$ cat src/rtl/core/brbo_pkg.sv
// Package for the byte ring buffer: command and status codes, field widths,
// and the job descriptor passed from the front end to the back end.
// No dependencies.
`default_nettype none

package brbo_pkg;

	// Field widths of the request and result channels
	localparam int BYTE_W = 8;
	localparam int CNT_W  = 7;
	localparam int FILL_W = 8;
	localparam int CMD_W  = 2;
	localparam int STAT_W = 2;

	localparam logic [FILL_W-1:0] FILL_SAT = 8'd255;

	// Entries of the job queue between front and back end
	localparam int JQ_DEPTH = 4;
	// Counter of runs in flight: queued jobs plus the one in the back end
	localparam int RUNS_W   = $clog2(JQ_DEPTH + 2);

	typedef enum logic [CMD_W-1:0] {
		CMD_APPEND = 2'd0,
		CMD_POP    = 2'd1,
		CMD_PEEK   = 2'd2,
		CMD_REMOVE = 2'd3
	} cmd_t;

	typedef enum logic [STAT_W-1:0] {
		ST_OK    = 2'd0,
		ST_FULL  = 2'd1,
		ST_SHORT = 2'd2
	} status_t;

	// Everything the back end needs for one command except the start address
	typedef struct packed {
		logic                is_run;
		status_t             status;
		logic [CNT_W-1:0]    done;
		logic [FILL_W-1:0]   fill;
	} job_info_t;

endpackage

`default_nettype wire

$ cat src/rtl/core/brbo_ifs.sv
// Channel interfaces of the byte ring buffer: command requests in, results out.
// Depends on brbo_pkg.
`default_nettype none

interface brbo_cmd_if;
	import brbo_pkg::*;

	logic              valid;
	logic              ready;
	logic [CMD_W-1:0]  command;
	logic [BYTE_W-1:0] data_byte;
	logic [CNT_W-1:0]  count;

	modport source (output valid, output command, output data_byte, output count, input ready);
	modport sink   (input valid, input command, input data_byte, input count, output ready);
endinterface

interface brbo_res_if;
	import brbo_pkg::*;

	logic              valid;
	logic              ready;
	logic [BYTE_W-1:0] out_byte;
	logic [STAT_W-1:0] status;
	logic [CNT_W-1:0]  done_count;
	logic [FILL_W-1:0] fill_level;
	logic              last;

	modport source (output valid, output out_byte, output status, output done_count,
		output fill_level, output last, input ready);
	modport sink   (input valid, input out_byte, input status, input done_count,
		input fill_level, input last, output ready);
endinterface

`default_nettype wire

$ cat src/rtl/core/brbo_ram.sv
// Generic single-write, single-read RAM with registered read data.
// No dependencies.
`default_nettype none

module brbo_ram #(
	parameter int W = 8,
	parameter int D = 256
) (
	input  wire logic                 clk,
	input  wire logic                 we,
	input  wire logic [$clog2(D)-1:0] waddr,
	input  wire logic [W-1:0]         wdata,
	input  wire logic                 re,
	input  wire logic [$clog2(D)-1:0] raddr,
	output logic      [W-1:0]         rdata
);
	logic [W-1:0] mem [D];

	always_ff @(posedge clk) begin
		if (we) begin
			mem[waddr] <= wdata;
		end
	end

	// read data holds until the next read
	always_ff @(posedge clk) begin
		if (re) begin
			rdata <= mem[raddr];
		end
	end
endmodule

`default_nettype wire

$ cat src/rtl/core/brbo_front.sv
// Front end: accepts command requests, owns the read and write pointers,
// writes appended bytes, and queues one job descriptor per command.
// Depends on brbo_pkg and brbo_ifs.
`default_nettype none

module brbo_front #(
	parameter int DEPTH   = 256,
	parameter int MAX_RUN = 64,
	parameter int AW      = $clog2(DEPTH)
) (
	input  wire logic                        clk,
	input  wire logic                        arst_n,
	brbo_cmd_if.sink                         cmd_ch,
	// job queue write side
	output logic                             q_push,
	output brbo_pkg::job_info_t              q_info,
	output logic [AW-1:0]                    q_start,
	input  wire logic                        q_full,
	// back end finished the final byte of a run
	input  wire logic                        run_done,
	// byte store write port
	output logic                             mem_we,
	output logic [AW-1:0]                    mem_waddr,
	output logic [brbo_pkg::BYTE_W-1:0]      mem_wdata
);
	import brbo_pkg::*;

	localparam int CW = ((AW > CNT_W) ? AW : CNT_W) + 1;
	localparam logic [CW-1:0] DEPTH_C  = CW'(DEPTH);
	localparam logic [CW-1:0] MAXRUN_C = CW'(MAX_RUN);

	logic [AW-1:0]     rp_q, wp_q;
	logic [RUNS_W-1:0] runs_q;

	cmd_t        cmd;
	logic [CW-1:0] rp_w, wp_w, level, want, n, wp_inc, rp_inc, rp_adv, fill_after;
	logic [CW-1:0] rp_nx, wp_nx;
	logic        short_run, drop, accept;
	job_info_t   info;

	// Classify the request and work out the pointer updates
	always_comb begin
		cmd  = cmd_t'(cmd_ch.command);
		rp_w = CW'(rp_q);
		wp_w = CW'(wp_q);
		level = (wp_w >= rp_w) ? (wp_w - rp_w) : (wp_w + DEPTH_C - rp_w);

		want = CW'(cmd_ch.count);
		if (want > MAXRUN_C) begin
			want = MAXRUN_C;
		end
		n         = want;
		short_run = 1'b0;
		if (level < want) begin
			n         = level;
			short_run = 1'b1;
		end

		wp_inc = wp_w + CW'(1);
		if (wp_inc >= DEPTH_C) begin
			wp_inc = '0;
		end
		rp_inc = rp_w + CW'(1);
		if (rp_inc >= DEPTH_C) begin
			rp_inc = '0;
		end
		rp_adv = rp_w + n;
		if (rp_adv >= DEPTH_C) begin
			rp_adv = rp_adv - DEPTH_C;
		end
		drop = (wp_inc == rp_w);

		rp_nx       = rp_w;
		wp_nx       = wp_w;
		fill_after  = level;
		info.is_run = 1'b0;
		info.status = short_run ? ST_SHORT : ST_OK;
		info.done   = CNT_W'(n);
		case (cmd)
			CMD_APPEND: begin
				wp_nx       = wp_inc;
				rp_nx       = drop ? rp_inc : rp_w;
				fill_after  = drop ? level : level + CW'(1);
				info.status = drop ? ST_FULL : ST_OK;
				info.done   = CNT_W'(1);
			end
			CMD_POP: begin
				rp_nx       = rp_adv;
				fill_after  = level - n;
				info.is_run = (n != '0);
			end
			CMD_PEEK: begin
				info.is_run = (n != '0);
			end
			CMD_REMOVE: begin
				rp_nx      = rp_adv;
				fill_after = level - n;
			end
			default: begin
				rp_nx = rp_w;
			end
		endcase
		info.fill = (fill_after > CW'(FILL_SAT)) ? FILL_SAT : FILL_W'(fill_after);
	end

	// An append waits while a run still has to read the store
	assign cmd_ch.ready = !q_full && !((cmd == CMD_APPEND) && (runs_q != '0));
	assign accept       = cmd_ch.valid && cmd_ch.ready;

	assign q_push  = accept;
	assign q_info  = info;
	assign q_start = rp_q;

	assign mem_we    = accept && (cmd == CMD_APPEND);
	assign mem_waddr = wp_q;
	assign mem_wdata = cmd_ch.data_byte;

	// Pointers and the count of runs in flight
	always_ff @(posedge clk or negedge arst_n) begin
		if (!arst_n) begin
			rp_q   <= '0;
			wp_q   <= '0;
			runs_q <= '0;
		end else begin
			if (accept) begin
				rp_q <= AW'(rp_nx);
				wp_q <= AW'(wp_nx);
			end
			case ({accept && info.is_run, run_done})
				2'b10:   runs_q <= runs_q + RUNS_W'(1);
				2'b01:   runs_q <= runs_q - RUNS_W'(1);
				default: runs_q <= runs_q;
			endcase
		end
	end

	a_run_done_counted: assert property (@(posedge clk) disable iff (!arst_n)
		run_done |-> runs_q != '0)
		else $error("run finished with no run counted");

	a_append_nonempty: assert property (@(posedge clk) disable iff (!arst_n)
		accept && (cmd == CMD_APPEND) |=> wp_q != rp_q)
		else $error("buffer empty after append");
endmodule

`default_nettype wire

$ cat src/rtl/core/brbo_jobq.sv
// Job queue: a short flip-flop FIFO of job descriptors between front and back end.
// Depends on brbo_pkg.
`default_nettype none

module brbo_jobq #(
	parameter int W       = 8,
	parameter int ENTRIES = brbo_pkg::JQ_DEPTH
) (
	input  wire logic         clk,
	input  wire logic         arst_n,
	input  wire logic         push,
	input  wire logic [W-1:0] push_data,
	output logic              full,
	input  wire logic         pop,
	output logic [W-1:0]      pop_data,
	output logic              empty
);
	localparam int PW = (ENTRIES > 1) ? $clog2(ENTRIES) : 1;
	localparam int NW = $clog2(ENTRIES + 1);

	logic [W-1:0]  slot_q [ENTRIES];
	logic [PW-1:0] wr_q, rd_q;
	logic [NW-1:0] num_q;

	assign full     = (num_q == NW'(ENTRIES));
	assign empty    = (num_q == '0);
	assign pop_data = slot_q[rd_q];

	// storage, no reset needed
	always_ff @(posedge clk) begin
		if (push) begin
			slot_q[wr_q] <= push_data;
		end
	end

	// pointers and occupancy
	always_ff @(posedge clk or negedge arst_n) begin
		if (!arst_n) begin
			wr_q  <= '0;
			rd_q  <= '0;
			num_q <= '0;
		end else begin
			if (push) begin
				wr_q <= (wr_q == PW'(ENTRIES - 1)) ? '0 : wr_q + PW'(1);
			end
			if (pop) begin
				rd_q <= (rd_q == PW'(ENTRIES - 1)) ? '0 : rd_q + PW'(1);
			end
			case ({push, pop})
				2'b10:   num_q <= num_q + NW'(1);
				2'b01:   num_q <= num_q - NW'(1);
				default: num_q <= num_q;
			endcase
		end
	end

	a_no_overflow: assert property (@(posedge clk) disable iff (!arst_n)
		full && push |-> pop)
		else $error("job queue overflow");
endmodule

`default_nettype wire

$ cat src/rtl/core/brbo_back.sv
// Back end: takes queued jobs, reads run bytes off the store one per cycle while
// the output is free; drives the registered result channel. Uses brbo_pkg, brbo_ifs.
`default_nettype none

module brbo_back #(
	parameter int DEPTH = 256,
	parameter int AW    = $clog2(DEPTH)
) (
	input  wire logic                    clk,
	input  wire logic                    arst_n,
	// job queue read side
	input  wire logic                    q_empty,
	input  wire brbo_pkg::job_info_t     q_info,
	input  wire logic [AW-1:0]           q_start,
	output logic                         q_pop,
	// byte store read port
	output logic                         mem_re,
	output logic [AW-1:0]                mem_raddr,
	input  wire logic [brbo_pkg::BYTE_W-1:0] mem_rdata,
	output logic                         run_done,
	brbo_res_if.source                   res_ch
);
	import brbo_pkg::*;

	// current job
	logic             act_q;
	job_info_t        info_q;
	logic [AW-1:0]    addr_q;
	logic [CNT_W-1:0] left_q;
	// byte in the RAM read register, not yet moved to the output
	logic             pend_q, pend_last_q;
	// result register
	logic              out_v_q;
	logic [BYTE_W-1:0] out_byte_q;
	status_t           out_status_q;
	logic [CNT_W-1:0]  out_done_q;
	logic [FILL_W-1:0] out_fill_q;
	logic              out_last_q;

	logic          out_free, move, issue, single_go, finish;
	logic [AW-1:0] addr_inc;

	always_comb begin
		out_free  = !out_v_q || res_ch.ready;
		move      = pend_q && out_free;
		issue     = act_q && info_q.is_run && (left_q != '0) && (!pend_q || move);
		single_go = act_q && !info_q.is_run && out_free;
		run_done  = move && pend_last_q;
		finish    = single_go || run_done;
		q_pop     = !q_empty && (!act_q || finish);
		addr_inc  = (addr_q == AW'(DEPTH - 1)) ? '0 : addr_q + AW'(1);
	end

	assign mem_re    = issue;
	assign mem_raddr = addr_q;

	// Job and read control
	always_ff @(posedge clk or negedge arst_n) begin
		if (!arst_n) begin
			act_q       <= 1'b0;
			info_q      <= '0;
			addr_q      <= '0;
			left_q      <= '0;
			pend_q      <= 1'b0;
			pend_last_q <= 1'b0;
		end else begin
			if (issue) begin
				addr_q      <= addr_inc;
				left_q      <= left_q - CNT_W'(1);
				pend_last_q <= (left_q == CNT_W'(1));
			end
			if (q_pop) begin
				act_q  <= 1'b1;
				info_q <= q_info;
				addr_q <= q_start;
				left_q <= q_info.done;
			end else if (finish) begin
				act_q <= 1'b0;
			end
			if (issue) begin
				pend_q <= 1'b1;
			end else if (move) begin
				pend_q <= 1'b0;
			end
		end
	end

	// Result register valid
	always_ff @(posedge clk or negedge arst_n) begin
		if (!arst_n) begin
			out_v_q <= 1'b0;
		end else if (move || single_go) begin
			out_v_q <= 1'b1;
		end else if (res_ch.ready) begin
			out_v_q <= 1'b0;
		end
	end

	// Result payload
	always_ff @(posedge clk) begin
		if (move) begin
			out_byte_q <= mem_rdata;
			out_last_q <= pend_last_q;
		end else if (single_go) begin
			out_byte_q <= '0;
			out_last_q <= 1'b1;
		end
		if (move || single_go) begin
			out_status_q <= info_q.status;
			out_done_q   <= info_q.done;
			out_fill_q   <= info_q.fill;
		end
	end

	assign res_ch.valid      = out_v_q;
	assign res_ch.out_byte   = out_byte_q;
	assign res_ch.status     = out_status_q;
	assign res_ch.done_count = out_done_q;
	assign res_ch.fill_level = out_fill_q;
	assign res_ch.last       = out_last_q;

	a_pend_in_run: assert property (@(posedge clk) disable iff (!arst_n)
		pend_q |-> act_q && info_q.is_run)
		else $error("read in flight outside a run");

	a_run_progress: assert property (@(posedge clk) disable iff (!arst_n)
		act_q && info_q.is_run |-> (left_q != '0) || pend_q)
		else $error("run stalled with nothing left to read");
endmodule

`default_nettype wire

$ cat src/rtl/core/byte_ring_buffer_overwrite_top.sv
// Top level of the byte ring buffer with drop-oldest on overflow.
// Depends on brbo_pkg, brbo_ifs, brbo_ram, brbo_front, brbo_jobq, brbo_back.
//
//   Port    Dir  Fields                                          Role
//   cmd_ch  in   command, data_byte, count                       command requests
//   res_ch  out  out_byte, status, done_count, fill_level, last  results, one per byte or command
//
// Append, remove, empty pop/peek: one request per cycle unless stalled, one result each.
// Pop/peek runs: one byte per cycle off the store's single read port unless stalled;
// the first byte passes the job, RAM read and result registers.
// An append waits while a pop or peek run is queued or still being read.
// Reset clears the pointers and the queue at once; the store is not cleared.
// Either side may stall; a four-entry job queue and the result register decouple them.
`default_nettype none

module byte_ring_buffer_overwrite_top #(
	parameter int DEPTH   = 256,
	parameter int MAX_RUN = 64
) (
	input  wire logic  clk,
	input  wire logic  arst_n,
	brbo_cmd_if.sink   cmd_ch,
	brbo_res_if.source res_ch
);
	import brbo_pkg::*;

	localparam int AW = $clog2(DEPTH);
	localparam int QW = $bits(job_info_t) + AW;

	logic              q_push, q_full, q_pop, q_empty, run_done;
	job_info_t         push_info, pop_info;
	logic [AW-1:0]     push_start, pop_start;
	logic [QW-1:0]     pop_word;
	logic              mem_we, mem_re;
	logic [AW-1:0]     mem_waddr, mem_raddr;
	logic [BYTE_W-1:0] mem_wdata, mem_rdata;

	brbo_front #(.DEPTH(DEPTH), .MAX_RUN(MAX_RUN), .AW(AW)) u_front (
		.clk       (clk),
		.arst_n    (arst_n),
		.cmd_ch    (cmd_ch),
		.q_push    (q_push),
		.q_info    (push_info),
		.q_start   (push_start),
		.q_full    (q_full),
		.run_done  (run_done),
		.mem_we    (mem_we),
		.mem_waddr (mem_waddr),
		.mem_wdata (mem_wdata)
	);

	brbo_jobq #(.W(QW), .ENTRIES(JQ_DEPTH)) u_jobq (
		.clk       (clk),
		.arst_n    (arst_n),
		.push      (q_push),
		.push_data ({push_info, push_start}),
		.full      (q_full),
		.pop       (q_pop),
		.pop_data  (pop_word),
		.empty     (q_empty)
	);

	assign pop_info  = job_info_t'(pop_word[QW-1:AW]);
	assign pop_start = pop_word[AW-1:0];

	brbo_ram #(.W(BYTE_W), .D(DEPTH)) u_store (
		.clk   (clk),
		.we    (mem_we),
		.waddr (mem_waddr),
		.wdata (mem_wdata),
		.re    (mem_re),
		.raddr (mem_raddr),
		.rdata (mem_rdata)
	);

	brbo_back #(.DEPTH(DEPTH), .AW(AW)) u_back (
		.clk       (clk),
		.arst_n    (arst_n),
		.q_empty   (q_empty),
		.q_info    (pop_info),
		.q_start   (pop_start),
		.q_pop     (q_pop),
		.mem_re    (mem_re),
		.mem_raddr (mem_raddr),
		.mem_rdata (mem_rdata),
		.run_done  (run_done),
		.res_ch    (res_ch)
	);
endmodule

`default_nettype wire

$ cat src/flat_wrapper.sv
// flat-port wrapper written by rule: the top's interface ports become plain ports
module byte_ring_buffer_overwrite_top_flat import brbo_pkg::*;
#(
	parameter int DEPTH   = 256,
	parameter int MAX_RUN = 64
)
  (clk, arst_n, cmd_ch_valid, cmd_ch_command, cmd_ch_data_byte, cmd_ch_count, cmd_ch_ready, res_ch_valid, res_ch_out_byte, res_ch_status, res_ch_done_count, res_ch_fill_level, res_ch_last, res_ch_ready);
  brbo_cmd_if cmd_ch_i ();
  brbo_res_if res_ch_i ();
  input  wire logic clk;
  input  wire logic arst_n;
  input wire logic [$bits(cmd_ch_i.valid)-1:0] cmd_ch_valid;
  input wire logic [$bits(cmd_ch_i.command)-1:0] cmd_ch_command;
  input wire logic [$bits(cmd_ch_i.data_byte)-1:0] cmd_ch_data_byte;
  input wire logic [$bits(cmd_ch_i.count)-1:0] cmd_ch_count;
  output wire logic [$bits(cmd_ch_i.ready)-1:0] cmd_ch_ready;
  output wire logic [$bits(res_ch_i.valid)-1:0] res_ch_valid;
  output wire logic [$bits(res_ch_i.out_byte)-1:0] res_ch_out_byte;
  output wire logic [$bits(res_ch_i.status)-1:0] res_ch_status;
  output wire logic [$bits(res_ch_i.done_count)-1:0] res_ch_done_count;
  output wire logic [$bits(res_ch_i.fill_level)-1:0] res_ch_fill_level;
  output wire logic [$bits(res_ch_i.last)-1:0] res_ch_last;
  input wire logic [$bits(res_ch_i.ready)-1:0] res_ch_ready;
  assign cmd_ch_i.valid = cmd_ch_valid;
  assign cmd_ch_i.command = cmd_ch_command;
  assign cmd_ch_i.data_byte = cmd_ch_data_byte;
  assign cmd_ch_i.count = cmd_ch_count;
  assign cmd_ch_ready = cmd_ch_i.ready;
  assign res_ch_valid = res_ch_i.valid;
  assign res_ch_out_byte = res_ch_i.out_byte;
  assign res_ch_status = res_ch_i.status;
  assign res_ch_done_count = res_ch_i.done_count;
  assign res_ch_fill_level = res_ch_i.fill_level;
  assign res_ch_last = res_ch_i.last;
  assign res_ch_i.ready = res_ch_ready;
  byte_ring_buffer_overwrite_top #(.DEPTH(DEPTH), .MAX_RUN(MAX_RUN)) u_core (.clk(clk), .arst_n(arst_n), .cmd_ch(cmd_ch_i), .res_ch(res_ch_i));
endmodule
$ cat config.mk
export PLATFORM = sky130hd
export DESIGN_NAME = byte_ring_buffer_overwrite_top_flat
export DESIGN_NICKNAME = d
export VERILOG_FILES = /design/src/rtl/core/brbo_pkg.sv /design/src/rtl/core/brbo_ifs.sv /design/src/rtl/core/brbo_ram.sv /design/src/rtl/core/brbo_front.sv /design/src/rtl/core/brbo_jobq.sv /design/src/rtl/core/brbo_back.sv /design/src/rtl/core/byte_ring_buffer_overwrite_top.sv /design/src/flat_wrapper.sv
export SDC_FILE = /design/constraint.sdc
export NUM_CORES = 2
export LEC_CHECK = 0
export BUFFER_PORTS_ARGS = -buffer_cell sky130_fd_sc_hd__buf_2
export CORE_AREA = 2 2 364 438
export CTS_CLUSTER_DIAMETER = 150
export DETAILED_ROUTE_END_ITERATION = 7
export DIE_AREA = 0 0 366 440
export MAX_ROUTING_LAYER = met4
export PLACE_DENSITY_LB_ADDON = 0.05
export SETUP_SLACK_MARGIN = 0.3
export SKIP_CTS_REPAIR_TIMING = 1
export SLEW_MARGIN = 15
export SYNTH_ARGS = -nofsm -noshare
export SYNTH_HDL_FRONTEND = slang
export SYNTH_SLANG_ARGS = --single-unit
export TNS_END_PERCENT = 50
$ cat constraint.sdc
create_clock -name clk -period 5.6 [get_ports clk]
set_clock_uncertainty 0.05 [all_clocks]
set_input_delay 0.56 -clock clk [delete_from_list [all_inputs] [get_ports clk]]
set_output_delay 0.56 -clock clk [all_outputs]
set_load 0.1 [all_outputs]
# After elaboration in Yosys (flattened, before gate mapping)
# Memories as Yosys holds them, arrays and structs flattened. A register that Yosys moved wholly into a read port is not among the register bits.
# Index checks and enable logic that the tools add are counted.
classes:
  muxes: 39
  n_eq_ne: 14
  n_addsub: 17
  order_cmp: 7
  reduce_logical: 42
op_table:
  columns: ["cell", "n"]
  rows:
  - ["$mux 8", 9]
  - ["$mux 9", 5]
  - ["$ge 9x9->1 const B", 3]
  - ["$mux 7", 3]
  - ["$add 8x1->9 const B", 2]
  - ["$pmux 9 s2", 1]
  - ["$pmux 8 s2", 1]
  - ["$reduce_bool 2->1", 8]
  - ["$mux 1", 15]
  - ["$logic_and 1x1->1", 13]
  - ["$eq 2x2->1 const B", 6]
  - ["$pmux 3 s2", 2]
  - ["$add 8x9->9", 1]
  - ["$add 8x9->9 const B", 1]
  - ["$add 9x1->9 const B", 1]
  - ["$eq 9x8->1", 1]
  - ["$gt 9x8->1 const B", 1]
  - ["$lt 9x9->1", 1]
  - ["$reduce_bool 9->1", 1]
  - ["$sub 8x8->9", 1]
  - ["$sub 9x8->9", 1]
  - ["$sub 9x9->9", 1]
  - ["$add 8x1->8 const B", 1]
  - ["$eq 8x8->1 const B", 1]
  - ["other kinds (21)", 39]
word_totals:
  ramBits: 2152
  mem_count: 2
  reg_bits: 89
  word_cells: 142
  output_inout_bits: 28
  inputBits: 21
mem_list:
  columns: ["name", "depth", "width", "read_ports", "rd_ports_with_merged_regs", "write_ports", "line", "source"]
  rows:
  - ["u_core.u_store.mem", 256, 8, 1, 1, 1, "brbo_ram.sv:17", "logic [W-1:0] mem [D];"]
  - ["u_core.u_jobq.slot_q", 4, 26, 1, 0, 1, "brbo_jobq.sv:21", "logic [W-1:0] slot_q [ENTRIES];"]

# Longest topological paths before layout
depth:
  depth_word: 10
  ltp_mapped: 23
  ltp_nobuf: 23

# By module
# From an unflattened synthesis, not the netlist that was laid out.
unflattened:
  hier_cells: 4553
  area_unflattened_um2: 89637.2
modules_own_cells:
  columns: ["module", "area_per_inst_um2", "cells_per_inst", "n_inst"]
  rows:
  - ["brbo_ram", 79636.4, 3733, 1]
  - ["brbo_jobq", 4220.3, 174, 1]
  - ["brbo_front", 3128.0, 411, 1]
  - ["brbo_back", 2652.5, 235, 1]

# Least setup slack after synthesis
# No wires, ideal clock.
synth_path:
  path_kind: "register to register"
  from: "register u_core.u_front.wp_q[0], in the netlist u_core.u_front.mem_waddr[0]"
  to: "memory u_core.u_jobq.slot_q[0][12] (netlist name) (data pin)"
  arrival_ns: 5.518
  setup_slack_ns: -0.279
  path_buffers: 0
  path_stages_with_launch: 24
  period_less_slack_ns: 5.879
  path_cell_list: "dfrtp_1 inv_1 ha_1 inv_1 fa_1 and3_1 o2111a_1 nor3_1 inv_1 ha_1 o21ai_0 a21oi_1 nor4_4 mux2_2 inv_1 fa_1 nand2b_1 a21boi_0 o21a_1 o311a_1 nor4_1 o21ai_0 a22oi_1 nand4_1"
synth_rtl:
  columns: ["element", "line", "source"]
  rows:
  - ["from (decl)", "brbo_front.sv:32", "logic [AW-1:0] rp_q, wp_q;"]
  - ["from (signal assigned)", "brbo_front.sv:127", "wp_q <= AW'(wp_nx);"]
  - ["to (decl)", "brbo_jobq.sv:21", null]

==> metrics.txt <==
Wirelength per Cell 31.7 µm; Async SR Flop Fraction 2.80%; Slew headroom 12.7%; htree depth 4; Min-Delay Endpoint u_core.u_back.pend_q; overall die width 366 µm; startpoint class of the critical path register; Yosys reg bits 2,249; worst skew pair latency 850 ps; CTS sink cnt 2,249; FF-to-FF End u_core.u_jobq.slot_q[2][8]; worst-case reg-to-reg path depth 22; Starting Density 56.5%; CP endpoint kind register; die area 161,000 µm²; dominant cell type by area after synthesis edfxtp_1; largest net degree at the start of global routing 162; Remaining DRCs 0; Synth Cell Area 88,900 µm²; Slew Limit Fails 0; chip height 440 µm; yosys warns 0; Core ar. 157,000 µm²; Worst R2R Start u_core.u_front.mem_waddr[1]; crit-path max FO 8; Req. time, crit path 6100 ps; setup TNS 0 ps; Num CTS Buffers 212; Max VDD drop 407 µV; top-area cell type share of the netlist area 73.8%; post-layout min period 5170 ps; Avg Cell Area, Syn 21.5 µm²; root buf cell clkbuf_16; Critical Path AT 5670 ps; Syn Nets 4,205; io pins 49; fin nets 4,378; sw power 0.00903 W; switching share of power 23.6%; placer congestion estimate 0.865; Area growth syn-to-layout 12.0%; Post-synth top cells 2,186 x edfxtp_1, 666 x mux4_2, 306 x nor2_1; hpwl dp 125,000 µm; Distinct cells, synth 76; Cell Pwr Density 384 nW/µm²; Comb pwr share 12.4%; fin crit share 92.4%; M1 WL 83,400 µm; Top Metal Used met4; global-route wire length before repair 303,000 µm; HP Start res_ch_ready; r2r setup slk 430 ps; status completed; num rows 160; met3 routed WL 13,300 µm; cell with the most instances after synthesis edfxtp_1; Max Freq 0.193 GHz; top cells by area, synth edfxtp_1 74%, mux4_2 17%, dfrtp_1 1.8%; CP max stage cell dfrtp_2; initial antenna violation count 3; RSZ-0062 raised after global routing yes; clock buffer depth 3; CTS tree yes; Clock transition at path regs 60 ps; CP max stage delay 440 ps; worst-path cell chain ha_4, nor2b_4, or2_4, a221o_1, xor2_2, ha_1, o21ai_2, a21oi_2, nor4_4, buf_6, mux2i_4, ha_2, fa_2, nand2b_4, a21boi_2, o21a_1, o311a_1, nor4_4, o21ai_1, a22oi_2, buf_6, nand4_1; final antenna-violating net count 0; vias 41,837; DRT Wirelength 209,000 µm; Tightest Hold Check Type input port to register; Hold Path Cell Cnt 4; total grt overflow 0; final setup fails 0; P_int 0.0292 W; EDFF count, synth 2,186; First-pass DRT Iterations 5; clock share of power 37.6%; fill count 10,876; Cells after Synth 4,131; Setup CP Type register to register; share of layout cells above drive strength 1 27.7%; vias per cell 6.35; Main synth FF type edfxtp_1; max-cap violations 0; DR iter-0 viols 4,101; vias in the first global route 42,440; leak pwr 30.3 nW; IO Port Bufs 48; DR WL met2 107,000 µm; GRT Overall Usage 27.1%; Sequential Power Share 50.0%; worst-margin pin slew 1300 ps; final instance area 99,600 µm²; final-report hold violation count 0; Placed Instance Area 92,400 µm²; post-synthesis sequential area ratio 75.6%
-- layout make-up --
cell class / count / area, µm² / area share [%]
inverter: 49 / 196 / 0.197
sequential: 2249 / 67200 / 67.5
tap: 2106 / 2640 / 2.65
multi-input combinational: 1603 / 20800 / 20.9
clock inverter: 123 / 1250 / 1.26
timing repair buffer: 189 / 1760 / 1.76
antenna: 2 / 5.00 / 0.00503
clock buffer: 269 / 5690 / 5.71
-- registers in the layout (all words and copies together), names as in the netlist, 2 cells and up --
name	cells
u_core.u_back.info_q	18
u_core.u_jobq.wr_q	2
u_core.u_back.res_ch.fill_level	8
u_core.u_back.res_ch.out_byte	8
u_core.u_jobq.slot_q	104
u_core.u_front.mem_waddr	8
u_core.u_back.left_q	7
u_core.u_front.runs_q	3
u_core.u_store.rdata	8
u_core.u_back.res_ch.status	2
u_core.u_jobq.rd_q	2
u_core.u_back.mem_raddr	8
u_core.u_jobq.num_q	3
u_core.u_back.res_ch.done_count	7
u_core.u_front.q_start	8
u_core.u_store.mem	2048
-- worst max-delay path: cells and delay by family, from the launching register on --
| kind | cells | cell delay (ps) |
|---|---|---|
| AOI/OAI and AO/OA | 8 | 1440 |
| and+or+nand+nor | 6 | 1230 |
| adders and majority gates | 4 | 980 |
| DFF | 1 | 440 |
| buffers and inverters | 2 | 330 |
| muxes | 1 | 240 |
| xor gates and xnor gates | 1 | 170 |
-- cell usage in the layout, fill, tap and decap left out, types with 15 or more instances in the layout --
| master | count |
|---|---|
| a22oi_1 | 42 |
| clkinv_2 | 34 |
| dfrtp_1 | 50 |
| xnor2_1 | 16 |
| nor2_1 | 304 |
| clkbuf_16 | 219 |
| a22o_1 | 18 |
| buf_2 | 40 |
| inv_1 | 39 |
| edfxtp_1 | 2186 |
| buf_4 | 108 |
| clkbuf_1 | 48 |
| and2_1 | 18 |
| and3_1 | 16 |
| nand3_1 | 31 |
| a221oi_1 | 17 |
| xor2_1 | 15 |
| clkinv_1 | 47 |
| buf_12 | 29 |
| mux4_2 | 666 |
| bufinv_16 | 23 |
| ha_1 | 41 |
| a21oi_1 | 28 |
| o21ai_0 | 44 |
| nand2_1 | 128 |
| nor3_1 | 17 |
-- power by group through the flow --
stage | registers [W] | logic (W) | clock network, W
2_1_floorplan | 0.0195 | 0.00272 | 0
3_3_place_gp | 0.0194 | 0.00415 | 0
3_5_place_dp | 0.0195 | 0.00421 | 0
4_1_cts | 0.0191 | 0.00424 | 0.0146
5_1_grt | 0.0191 | 0.00516 | 0.0152
6_report | 0.0191 | 0.00473 | 0.0144
-- cells by family (layout without fill, tap and decap cells) --
logic type,after synthesis,after routing,synth area share (%)
muxes,679,679,17.0
and+or+nand+nor,609,609,3.03
buffers and inverters,279,630,1.40
AOI/OAI and AO/OA,229,229,1.83
other,0,2,0
xor gates and xnor gates,33,33,0.325
DFF,2249,2249,75.6
adders and majority gates,53,53,0.788
-- metal layers --
metal	GRT usage, %	vias to the layer above
met5	-	-
met4	7.05	0
met3	4.70	279
met2	44.3	1377
met1	35.9	22586
li1	-	17595
-- how the worst max path moves through the flow --
stage	from	to	slack (ps)
finish	u_core.u_front.mem_waddr[1]	u_core.u_jobq.slot_q[2][8]	430
global placement	u_core.u_front.mem_waddr[0]	u_core.u_jobq.slot_q[2][12]	90
CTS	u_core.u_front.mem_waddr[0]	u_core.u_jobq.slot_q[0][8]	-10
detailed placement	u_core.u_front.mem_waddr[0]	u_core.u_jobq.slot_q[2][8]	20
floorplan	u_core.u_front.mem_waddr[0]	u_core.u_jobq.slot_q[0][12]	120
global route	u_core.u_front.q_start[1]	u_core.u_jobq.slot_q[3][8]	230
-- per-stage QoR --
step	power [W]	std cells	util, %	hold WS, ps	setup slack [ps]
2_1_floorplan	0.0222	4131	-	214	124
3_3_place_gp	0.0236	6178	58.7	380	88.7
3_5_place_dp	0.0237	6178	58.7	384	15.2
4_1_cts	0.0379	6570	63.1	-129	-14.7
5_1_grt	0.0395	6590	63.3	34.7	228
6_report	0.0382	6590	63.3	43.7	428
(Power assumes the default switching activity.)
